===== src/spnr_pkg.sv =====
// Package for the security chip command port: mode, command and sequence codes,
// latch constants and the BCD helper.
// No dependencies.
package spnr_pkg;

    localparam int SPNR_NVRAM_DEPTH = 256;
    localparam int SPNR_REPLY_DEPTH = 16;

    localparam logic [1:0] MODE_WRITE  = 2'd0;
    localparam logic [1:0] MODE_DATA   = 2'd1;
    localparam logic [1:0] MODE_STATUS = 2'd2;
    localparam logic [1:0] MODE_BOTH   = 2'd3;

    localparam logic [3:0] CMD_REPLY    = 4'd0;
    localparam logic [3:0] CMD_SERIAL   = 4'd1;
    localparam logic [3:0] CMD_CLOCK    = 4'd3;
    localparam logic [3:0] CMD_NV_WRITE = 4'd5;
    localparam logic [3:0] CMD_NV_READ  = 4'd6;

    localparam logic [0:0] CFG_SERIAL_LOW  = 1'd0;
    localparam logic [0:0] CFG_SERIAL_HIGH = 1'd1;

    localparam logic [10:0] LATCH_WRITE = 11'h480;
    localparam logic [10:0] LATCH_REPLY = 11'h400;
    localparam logic [10:0] LATCH_TICK  = 11'h100;

    localparam logic [7:0] YEAR_BASE   = 8'd94;
    localparam logic [4:0] CLOCK_BYTES = 5'd7;

    typedef enum logic [2:0] {
        SEQ_IDLE       = 3'd0,
        SEQ_WR_ADDR_LO = 3'd1,
        SEQ_WR_ADDR_HI = 3'd2,
        SEQ_WR_DATA_LO = 3'd3,
        SEQ_WR_DATA_HI = 3'd4,
        SEQ_RD_ADDR_LO = 3'd5,
        SEQ_RD_ADDR_HI = 3'd6
    } seq_t;

    // tens = v*205 >> 11, exact for all 8-bit v
    function automatic logic [7:0] to_bcd(input logic [7:0] v);
        logic [15:0] prod;
        logic [7:0]  tens;
        logic [7:0]  ones;
        prod = 16'(v) * 16'd205;
        tens = {3'd0, prod[15:11]};
        ones = v - 8'(tens * 8'd10);
        return {tens[3:0], ones[3:0]};
    endfunction

endpackage


===== src/security_pic_nvram_rtc_unit.sv =====
// Security chip command port: latch, serial/clock reply buffer, nibble-serial NVRAM.
// Depends on spnr_pkg and spnr_ram.
// An input item is registered in the execute stage (e_valid_reg), then in the output register behind m_valid.
// s_ready stays low while an item waits in the execute stage, which holds it until the output is free or m_ready.
// Reset: control state clears; the NVRAM is zeroed by a sweep over every address, s_ready low.
module security_pic_nvram_rtc_unit #(
    parameter int NVRAM_DEPTH = spnr_pkg::SPNR_NVRAM_DEPTH,
    parameter int REPLY_DEPTH = spnr_pkg::SPNR_REPLY_DEPTH
) (
    input  logic        aclk,
    input  logic        aresetn,

    input  logic        cfg_valid,
    output logic        cfg_ready,
    input  logic [0:0]  cfg_index,
    input  logic [63:0] cfg_data,

    input  logic        s_valid,
    output logic        s_ready,
    input  logic [1:0]  s_mode,
    input  logic [7:0]  s_write_value,
    input  logic [5:0]  s_rtc_seconds,
    input  logic [5:0]  s_rtc_minutes,
    input  logic [4:0]  s_rtc_hours,
    input  logic [2:0]  s_rtc_weekday,
    input  logic [4:0]  s_rtc_day,
    input  logic [3:0]  s_rtc_month,
    input  logic [7:0]  s_rtc_year,

    output logic        m_valid,
    input  logic        m_ready,
    output logic [7:0]  m_read_value,
    output logic        m_status_bit
);

    localparam int AW = $clog2(NVRAM_DEPTH);
    localparam int RW = $clog2(REPLY_DEPTH);
    localparam int CW = RW + 1;

    logic [63:0] serial_low_reg, serial_high_reg;
    logic [8*REPLY_DEPTH-1:0] serial_all;

    logic        clear_reg;
    logic [AW-1:0] clear_cnt_reg;

    logic        e_valid_reg;
    logic [1:0]  e_mode_reg;
    logic [7:0]  e_wval_reg;
    logic [5:0]  e_sec_reg, e_min_reg;
    logic [4:0]  e_hour_reg, e_day_reg;
    logic [2:0]  e_wday_reg;
    logic [3:0]  e_month_reg;
    logic [7:0]  e_year_reg;

    logic [10:0]   hold_latch_reg, hold_latch_next;
    spnr_pkg::seq_t seq_reg, seq_next;
    logic [CW-1:0] reply_index_reg, reply_index_next;
    logic [CW-1:0] reply_count_reg, reply_count_next;
    logic [7:0]    nvram_address_reg, nvram_address_next;
    logic [7:0]    reply_buffer_reg [REPLY_DEPTH];
    logic [7:0]    reply_buffer_next [REPLY_DEPTH];

    logic        m_valid_reg;
    logic [7:0]  m_read_value_reg, rv_next;
    logic        m_status_bit_reg, st_next;

    logic        s_fire, e_fire;
    logic [3:0]  nib, cmd;
    logic        exec_cmd, latch_busy, pending;
    logic        ram_we, ram_we_e;
    logic [AW-1:0] ram_waddr, ram_raddr;
    logic [7:0]  ram_wdata, ram_wdata_e, ram_rdata;
    logic [3:0]  s_nib;

    assign cfg_ready  = 1'b1;
    assign serial_all = {serial_high_reg, serial_low_reg};

    assign s_ready = ~clear_reg & ~e_valid_reg;
    assign s_fire  = s_valid & s_ready;
    assign e_fire  = e_valid_reg & (~m_valid_reg | m_ready);

    assign m_valid      = m_valid_reg;
    assign m_read_value = m_read_value_reg;
    assign m_status_bit = m_status_bit_reg;

    // read address for the NVRAM: the current address, with the incoming high nibble in SEQ_RD_ADDR_HI
    assign s_nib = s_write_value[3:0];
    always_comb begin
        if (seq_reg == spnr_pkg::SEQ_RD_ADDR_HI) begin
            ram_raddr = AW'({nvram_address_reg[7:4] | s_nib, nvram_address_reg[3:0]});
        end else begin
            ram_raddr = nvram_address_reg[AW-1:0];
        end
    end

    assign ram_we    = clear_reg | (e_fire & ram_we_e);
    assign ram_waddr = clear_reg ? clear_cnt_reg : nvram_address_reg[AW-1:0];
    assign ram_wdata = clear_reg ? 8'd0 : ram_wdata_e;

    spnr_ram #(
        .WIDTH(8),
        .DEPTH(NVRAM_DEPTH)
    ) u_nvram (
        .aclk (aclk),
        .we   (ram_we),
        .waddr(ram_waddr),
        .wdata(ram_wdata),
        .re   (s_fire),
        .raddr(ram_raddr),
        .rdata(ram_rdata)
    );

    assign nib        = e_wval_reg[3:0];
    assign exec_cmd   = (e_mode_reg == spnr_pkg::MODE_WRITE) & e_wval_reg[4];
    assign latch_busy = |hold_latch_reg[10:8];
    assign pending    = reply_index_reg < reply_count_reg;

    always_comb begin
        case (seq_reg)
            spnr_pkg::SEQ_IDLE: cmd = nib;
            spnr_pkg::SEQ_WR_ADDR_LO, spnr_pkg::SEQ_WR_ADDR_HI,
            spnr_pkg::SEQ_WR_DATA_LO, spnr_pkg::SEQ_WR_DATA_HI: cmd = spnr_pkg::CMD_NV_WRITE;
            default: cmd = spnr_pkg::CMD_NV_READ;
        endcase
    end

    // sequence next state
    always_comb begin
        seq_next = seq_reg;
        if (exec_cmd) begin
            case (cmd)
                spnr_pkg::CMD_NV_WRITE: begin
                    case (seq_reg)
                        spnr_pkg::SEQ_IDLE:       seq_next = spnr_pkg::SEQ_WR_ADDR_LO;
                        spnr_pkg::SEQ_WR_ADDR_LO: seq_next = spnr_pkg::SEQ_WR_ADDR_HI;
                        spnr_pkg::SEQ_WR_ADDR_HI: seq_next = spnr_pkg::SEQ_WR_DATA_LO;
                        spnr_pkg::SEQ_WR_DATA_LO: seq_next = spnr_pkg::SEQ_WR_DATA_HI;
                        default:                  seq_next = spnr_pkg::SEQ_IDLE;
                    endcase
                end
                spnr_pkg::CMD_NV_READ: begin
                    case (seq_reg)
                        spnr_pkg::SEQ_IDLE:       seq_next = spnr_pkg::SEQ_RD_ADDR_LO;
                        spnr_pkg::SEQ_RD_ADDR_LO: seq_next = spnr_pkg::SEQ_RD_ADDR_HI;
                        default:                  seq_next = spnr_pkg::SEQ_IDLE;
                    endcase
                end
                default: seq_next = seq_reg;
            endcase
        end
    end

    // execute stage: latch, reply buffer, NVRAM write-back, read results
    always_comb begin
        hold_latch_next    = hold_latch_reg;
        reply_index_next   = reply_index_reg;
        reply_count_next   = reply_count_reg;
        nvram_address_next = nvram_address_reg;
        reply_buffer_next  = reply_buffer_reg;
        ram_we_e    = 1'b0;
        ram_wdata_e = 8'd0;
        rv_next     = 8'd0;
        st_next     = 1'b0;

        if (e_mode_reg == spnr_pkg::MODE_WRITE) begin
            hold_latch_next = spnr_pkg::LATCH_WRITE | {7'd0, nib};
            if (exec_cmd) begin
                case (cmd)
                    spnr_pkg::CMD_REPLY: begin
                        if (pending) begin
                            hold_latch_next = spnr_pkg::LATCH_REPLY |
                                {3'd0, reply_buffer_reg[reply_index_reg[RW-1:0]]};
                            reply_index_next = reply_index_reg + CW'(1);
                        end
                    end
                    spnr_pkg::CMD_SERIAL: begin
                        for (int i = 0; i < REPLY_DEPTH; i++) begin
                            reply_buffer_next[i] = serial_all[i*8 +: 8];
                        end
                        reply_count_next = CW'(REPLY_DEPTH);
                        reply_index_next = '0;
                    end
                    spnr_pkg::CMD_CLOCK: begin
                        reply_buffer_next[0] = spnr_pkg::to_bcd({2'd0, e_sec_reg});
                        reply_buffer_next[1] = spnr_pkg::to_bcd({2'd0, e_min_reg});
                        reply_buffer_next[2] = spnr_pkg::to_bcd({3'd0, e_hour_reg});
                        reply_buffer_next[3] = spnr_pkg::to_bcd({5'd0, e_wday_reg} + 8'd1);
                        reply_buffer_next[4] = spnr_pkg::to_bcd({3'd0, e_day_reg});
                        reply_buffer_next[5] = spnr_pkg::to_bcd({4'd0, e_month_reg} + 8'd1);
                        reply_buffer_next[6] = spnr_pkg::to_bcd(e_year_reg - spnr_pkg::YEAR_BASE);
                        reply_count_next = CW'(spnr_pkg::CLOCK_BYTES);
                        reply_index_next = '0;
                    end
                    spnr_pkg::CMD_NV_WRITE: begin
                        case (seq_reg)
                            spnr_pkg::SEQ_WR_ADDR_LO: nvram_address_next = {4'd0, nib};
                            spnr_pkg::SEQ_WR_ADDR_HI: begin
                                nvram_address_next = nvram_address_reg | {nib, 4'd0};
                            end
                            spnr_pkg::SEQ_WR_DATA_LO: begin
                                ram_we_e    = 1'b1;
                                ram_wdata_e = {4'd0, nib};
                            end
                            spnr_pkg::SEQ_WR_DATA_HI: begin
                                ram_we_e    = 1'b1;
                                ram_wdata_e = ram_rdata | {nib, 4'd0};
                            end
                            default: ;
                        endcase
                    end
                    spnr_pkg::CMD_NV_READ: begin
                        case (seq_reg)
                            spnr_pkg::SEQ_IDLE: ;
                            spnr_pkg::SEQ_RD_ADDR_LO: nvram_address_next = {4'd0, nib};
                            default: begin
                                nvram_address_next   = nvram_address_reg | {nib, 4'd0};
                                reply_buffer_next[0] = ram_rdata;
                                reply_count_next     = CW'(1);
                                reply_index_next     = '0;
                            end
                        endcase
                    end
                    default: ;
                endcase
            end
        end else begin
            if (e_mode_reg == spnr_pkg::MODE_DATA || e_mode_reg == spnr_pkg::MODE_BOTH) begin
                if (latch_busy) begin
                    rv_next = hold_latch_reg[7:0];
                end else if (pending) begin
                    rv_next = 8'hFF;
                end
            end
            if (e_mode_reg == spnr_pkg::MODE_STATUS || e_mode_reg == spnr_pkg::MODE_BOTH) begin
                if (latch_busy) begin
                    hold_latch_next = hold_latch_reg - spnr_pkg::LATCH_TICK;
                    st_next = 1'b1;
                end
            end
        end
    end

    always_ff @(posedge aclk) begin
        if (!aresetn) begin
            serial_low_reg    <= '0;
            serial_high_reg   <= '0;
            clear_reg         <= 1'b1;
            clear_cnt_reg     <= '0;
            e_valid_reg       <= 1'b0;
            m_valid_reg       <= 1'b0;
            hold_latch_reg    <= '0;
            seq_reg           <= spnr_pkg::SEQ_IDLE;
            reply_index_reg   <= '0;
            reply_count_reg   <= '0;
            nvram_address_reg <= '0;
        end else begin
            if (cfg_valid) begin
                case (cfg_index)
                    spnr_pkg::CFG_SERIAL_LOW:  serial_low_reg  <= cfg_data;
                    spnr_pkg::CFG_SERIAL_HIGH: serial_high_reg <= cfg_data;
                    default: ;
                endcase
            end
            if (clear_reg) begin
                clear_cnt_reg <= clear_cnt_reg + AW'(1);
                if (clear_cnt_reg == AW'(NVRAM_DEPTH - 1)) begin
                    clear_reg <= 1'b0;
                end
            end
            if (s_fire) begin
                e_valid_reg <= 1'b1;
            end else if (e_fire) begin
                e_valid_reg <= 1'b0;
            end
            if (e_fire) begin
                m_valid_reg       <= 1'b1;
                hold_latch_reg    <= hold_latch_next;
                seq_reg           <= seq_next;
                reply_index_reg   <= reply_index_next;
                reply_count_reg   <= reply_count_next;
                nvram_address_reg <= nvram_address_next;
            end else if (m_ready) begin
                m_valid_reg <= 1'b0;
            end
        end
    end

    always_ff @(posedge aclk) begin
        if (s_fire) begin
            e_mode_reg  <= s_mode;
            e_wval_reg  <= s_write_value;
            e_sec_reg   <= s_rtc_seconds;
            e_min_reg   <= s_rtc_minutes;
            e_hour_reg  <= s_rtc_hours;
            e_wday_reg  <= s_rtc_weekday;
            e_day_reg   <= s_rtc_day;
            e_month_reg <= s_rtc_month;
            e_year_reg  <= s_rtc_year;
        end
        if (e_fire) begin
            m_read_value_reg  <= rv_next;
            m_status_bit_reg  <= st_next;
            reply_buffer_reg  <= reply_buffer_next;
        end
    end

    a_reset_clears: assert property (@(posedge aclk) !aresetn |=> clear_reg && !e_valid_reg)
        else $error("reset did not start NVRAM clear");

    a_exec_to_out: assert property (@(posedge aclk) disable iff (!aresetn)
        e_fire |=> m_valid)
        else $error("executed item produced no result");

    a_ram_write_src: assert property (@(posedge aclk) disable iff (!aresetn)
        ram_we |-> clear_reg || (e_valid_reg && e_mode_reg == spnr_pkg::MODE_WRITE))
        else $error("NVRAM written outside clear or write command");

    a_write_zero_out: assert property (@(posedge aclk) disable iff (!aresetn)
        e_fire && e_mode_reg == spnr_pkg::MODE_WRITE |=> m_read_value == 8'd0 && !m_status_bit)
        else $error("write produced nonzero read result");

endmodule


===== src/spnr_ram.sv =====
// Generic synchronous RAM: one write port, one read port, registered read data.
// No dependencies.
module spnr_ram #(
    parameter int WIDTH = 8,
    parameter int DEPTH = 256
) (
    input  logic                     aclk,
    input  logic                     we,
    input  logic [$clog2(DEPTH)-1:0] waddr,
    input  logic [WIDTH-1:0]         wdata,
    input  logic                     re,
    input  logic [$clog2(DEPTH)-1:0] raddr,
    output logic [WIDTH-1:0]         rdata
);

    logic [WIDTH-1:0] mem [DEPTH];

    always_ff @(posedge aclk) begin
        if (we) begin
            mem[waddr] <= wdata;
        end
        if (re) begin
            rdata <= mem[raddr];
        end
    end

endmodule

===== config.mk =====
export PLATFORM = sky130hd
export DESIGN_NAME = security_pic_nvram_rtc_unit
export DESIGN_NICKNAME = d
export VERILOG_FILES = /design/src/spnr_pkg.sv /design/src/security_pic_nvram_rtc_unit.sv /design/src/spnr_ram.sv
export SDC_FILE = /design/constraint.sdc
export NUM_CORES = 2
export LEC_CHECK = 0
export ABC_AREA = 1
export BUFFER_PORTS_ARGS = -buffer_cell sky130_fd_sc_hd__buf_2
export CORE_MARGIN = 4
export CORE_UTILIZATION = 55
export DETAILED_ROUTE_END_ITERATION = 12
export PLACE_DENSITY = 0.71
export SLEW_MARGIN = 20
export SYNTH_ARGS = -nofsm -noshare
export SYNTH_HDL_FRONTEND = slang
export SYNTH_HIERARCHICAL = 1
export SYNTH_SLANG_ARGS = --single-unit

===== constraint.sdc =====
create_clock -name aclk -period 13.81 [get_ports aclk]
set_input_delay 2.762 -clock aclk [delete_from_list [all_inputs] [get_ports aclk]]
set_output_delay 2.762 -clock aclk [all_outputs]
set_load 0.1 [all_outputs]

==> results.sh <==
export IMPL_status="complete, no violations"
export IMPL_power_per_cell_area_nw_per_um2=127
export IMPL_grt_pass1_wl_um=391000
export IMPL_numPortBuffers=124
export IMPL_die_y_um=439
export IMPL_drc=0
export IMPL_synthTopCellsByCount="2519 x nand2_1, 2237 x edfxtp_1, 2133 x nand3_1"
export IMPL_final_net_count=9380
export IMPL_yosys_area_top_type="edfxtp_1"
export IMPL_grtUsageTotal=0.265
export IMPL_syn_inst=9156
export IMPL_r2r_slack_ns=8.17
export IMPL_io_pins=129
export IMPL_cts_resized=0
export IMPL_start_util=0.552
export IMPL_fp_dieW_um=439
export IMPL_yosysWarnings=6
export IMPL_max_cap_viol_count=0
export IMPL_report_power_total_mw=14.2
export IMPL_area_growth_syn_to_layout_pct=9.15
export IMPL_clk_root_buffer_cell="clkbuf_16"
export IMPL_fin_setup_tns_ns=0
export IMPL_end_kind="flop"
export IMPL_ys_async_sr_fraction=0
export IMPL_slew_headroom=0.249
export IMPL_synth_xor_area_frac=0.00300
export IMPL_yosysMostFrequentCell="nand2_1"
export IMPL_place_hpwl_um=149000
export IMPL_drv_slew=0
export IMPL_largest_register_ffs=2048
export IMPL_grt_overflow=0
export IMPL_ant_nets=0
export IMPL_place_congestion=0.922
export IMPL_synth_fp_nets=9489
export IMPL_fin_skew_ns=0.0461
export IMPL_drt_iter0_drc=8378
export IMPL_drive_gt1_frac=0.0664
export IMPL_p_leak_nw=42.0
export IMPL_comb_power_share=0.011
export IMPL_grt_pass1_vias=65600
export IMPL_fin_crit_ns=5.85
export IMPL_ir_drop_mv=0.131
export IMPL_fin_hold_ws_ns=0.415
export IMPL_cts_max_level=4
export IMPL_synthSimpleGateAreaFrac=0.224
export IMPL_drtPass1Iterations=6
export IMPL_crit_arrival_ns=6.33
export IMPL_antenna_found_initial=11
export IMPL_routed_wirelength_um=260000
export IMPL_core_um2=185000
export IMPL_clockBufferDepth=3
export IMPL_pwr_share_seq=0.558
export IMPL_setup_viol=0
export IMPL_viasPerCell=5.87
export IMPL_insertion_delay_ns=0.86
export IMPL_worstPathRequired_ns=14.29
export IMPL_synth_top_family_by_area="simple AND/OR/NAND/NOR gates"
export IMPL_via_count=68900
export IMPL_numCtsBuffers=231
export IMPL_fmax_mhz=171
export IMPL_tightest_slew_ns=1.12
export IMPL_cp_max_fo=20
export IMPL_dieArea_um2=193000
export IMPL_path_clk_slew_ns=0.06
export IMPL_avgSynthCellArea_um2=11.2
export IMPL_holdCritPathClass="reg2reg"
export IMPL_synthMuxAreaShare=0
export IMPL_switching_share=0.196
export IMPL_synth_compound_area_share=0.0174
export IMPL_wl_per_cell_um=22.1
export IMPL_hold_buffers=0
export IMPL_final_hold_viol_count=0
export IMPL_rows=158
export IMPL_grt_max_degree=206
export IMPL_ys_types=53
export IMPL_final_cells=11700
export IMPL_ys_flop_type="edfxtp_1"
export IMPL_clock_sinks=2406
export IMPL_clockPowerShare=0.432
export IMPL_startpoint_type="primary input"
export IMPL_layout_worst_path_cycle_share=0.424
export IMPL_synthAdderAreaFrac=0.0288
export IMPL_synth_edff_count=2237
export IMPL_switchingPower_mw=2.78
export IMPL_synth_area_um2=102000
export IMPL_yosysSeqAreaShare=0.690
export IMPL_post_cts_setup_buffers=0
export IMPL_cts_tree="built"
export IMPL_synth_area_leaders="edfxtp_1 66%, nand3_1 10%, nand2_1 9.2%"
export IMPL_ys_ff_latch=2406
export IMPL_worstSetupPathType="in2reg"
export IMPL_placedCellCount=11300
export IMPL_rsz0062_at_grt="no"
export IMPL_internal_power_mw=11.4
export IMPL_synth_top_area_share=0.657
==> critical path, cell delays in order <==
cell and delay [ns]:
buf_2 0.07, inv_1 0.04, nand2_1 0.07, nand2_1 0.15, nor2_2 0.27, o21ai_0 0.24, nand2_1 0.65, nand2_1 0.84
buf_4 0.54, nor2_1 0.64
==> metrics by stage <==
| stage | utilization | setup slack, ns | instance area (um^2) |
|---|---|---|---|
| CTS | 0.602 | 8.14 | 112000 |
| global route | 0.603 | 7.81 | 112000 |
| finish | 0.603 | 7.96 | 112000 |
| detailed placement | 0.563 | 7.22 | 104000 |
| floorplan | - | 1.14 | 102000 |
| global placement | 0.563 | 7.30 | 104000 |
==> layout by cell type (no fill, tap or decap), drive strengths merged <==
master and instances:
o21a 2, a21o 7, nand3 2134, nor3b 1, a31oi 2, a31o 1, buf 221, o22ai 1
a211oi 4, clkinv 89, nor2 629, o21bai 1, o211ai 5, nand4 12, diode 9, conb 1
nor4 1, inv 271, a22oi 7, clkbuf 314, a21boi 1, clkinvlp 6, or2 8, and3 3
o21ai 189, ha 183, nor3 13, nand2 2530, xnor2 11, a32o 3, a21oi 100, bufinv 15
a22o 4, dfxtp 169, fa 33, xor2 24, nand3b 7, edfxtp 2237, and2 2
==> power groups by stage <==
stage	Combinational, mW	Sequential, mW	Clock, mW
after floorplan	0.0757	8.05	0
after global placement	0.142	8.05	0
after detailed placement	0.145	8.05	0
after CTS	0.147	7.90	6.19
after global routing	0.162	7.90	6.51
final	0.151	7.90	6.12
==> cells by family after synthesis <==
group,after synthesis
flip-flops,2406
buffers and inverters,831
AND/OR/NAND/NOR,5340
other,1
AO/OA/AOI/OAI,327
XOR/XNOR,35
adder cells (fa/ha/maj),216
==> worst paths after layout <==
path,to,from,cells after the start
max,u_nvram/mem[111][1],m_ready,10
min,reply_buffer_reg[67],serial_low_reg[59],0
min reg2reg,reply_buffer_reg[67],serial_low_reg[59],0
max reg2reg,u_nvram/rdata[2],nvram_address_reg[1],13
==> layout make-up <==
class / count / area (um^2)
fill: 14400 / 73600
sequential: 2406 / 70600
multi-input combinational: 5919 / 28100
clock buffer: 314 / 6290
tap: 2480 / 3100
timing repair buffer: 221 / 1520
clock inverter: 113 / 1040
inverter: 268 / 1040
antenna: 9 / 22.5
==> routing by layer <==
metal	global-route usage	wire, um	up-vias
li1	-	-	31700
met1	0.362	101000	33200
met2	0.422	122000	3429
met3	0.0545	27100	545
met4	0.0999	10200	4
met5	0	28	-
No activity file was read; power rests on OpenSTA's default activity.
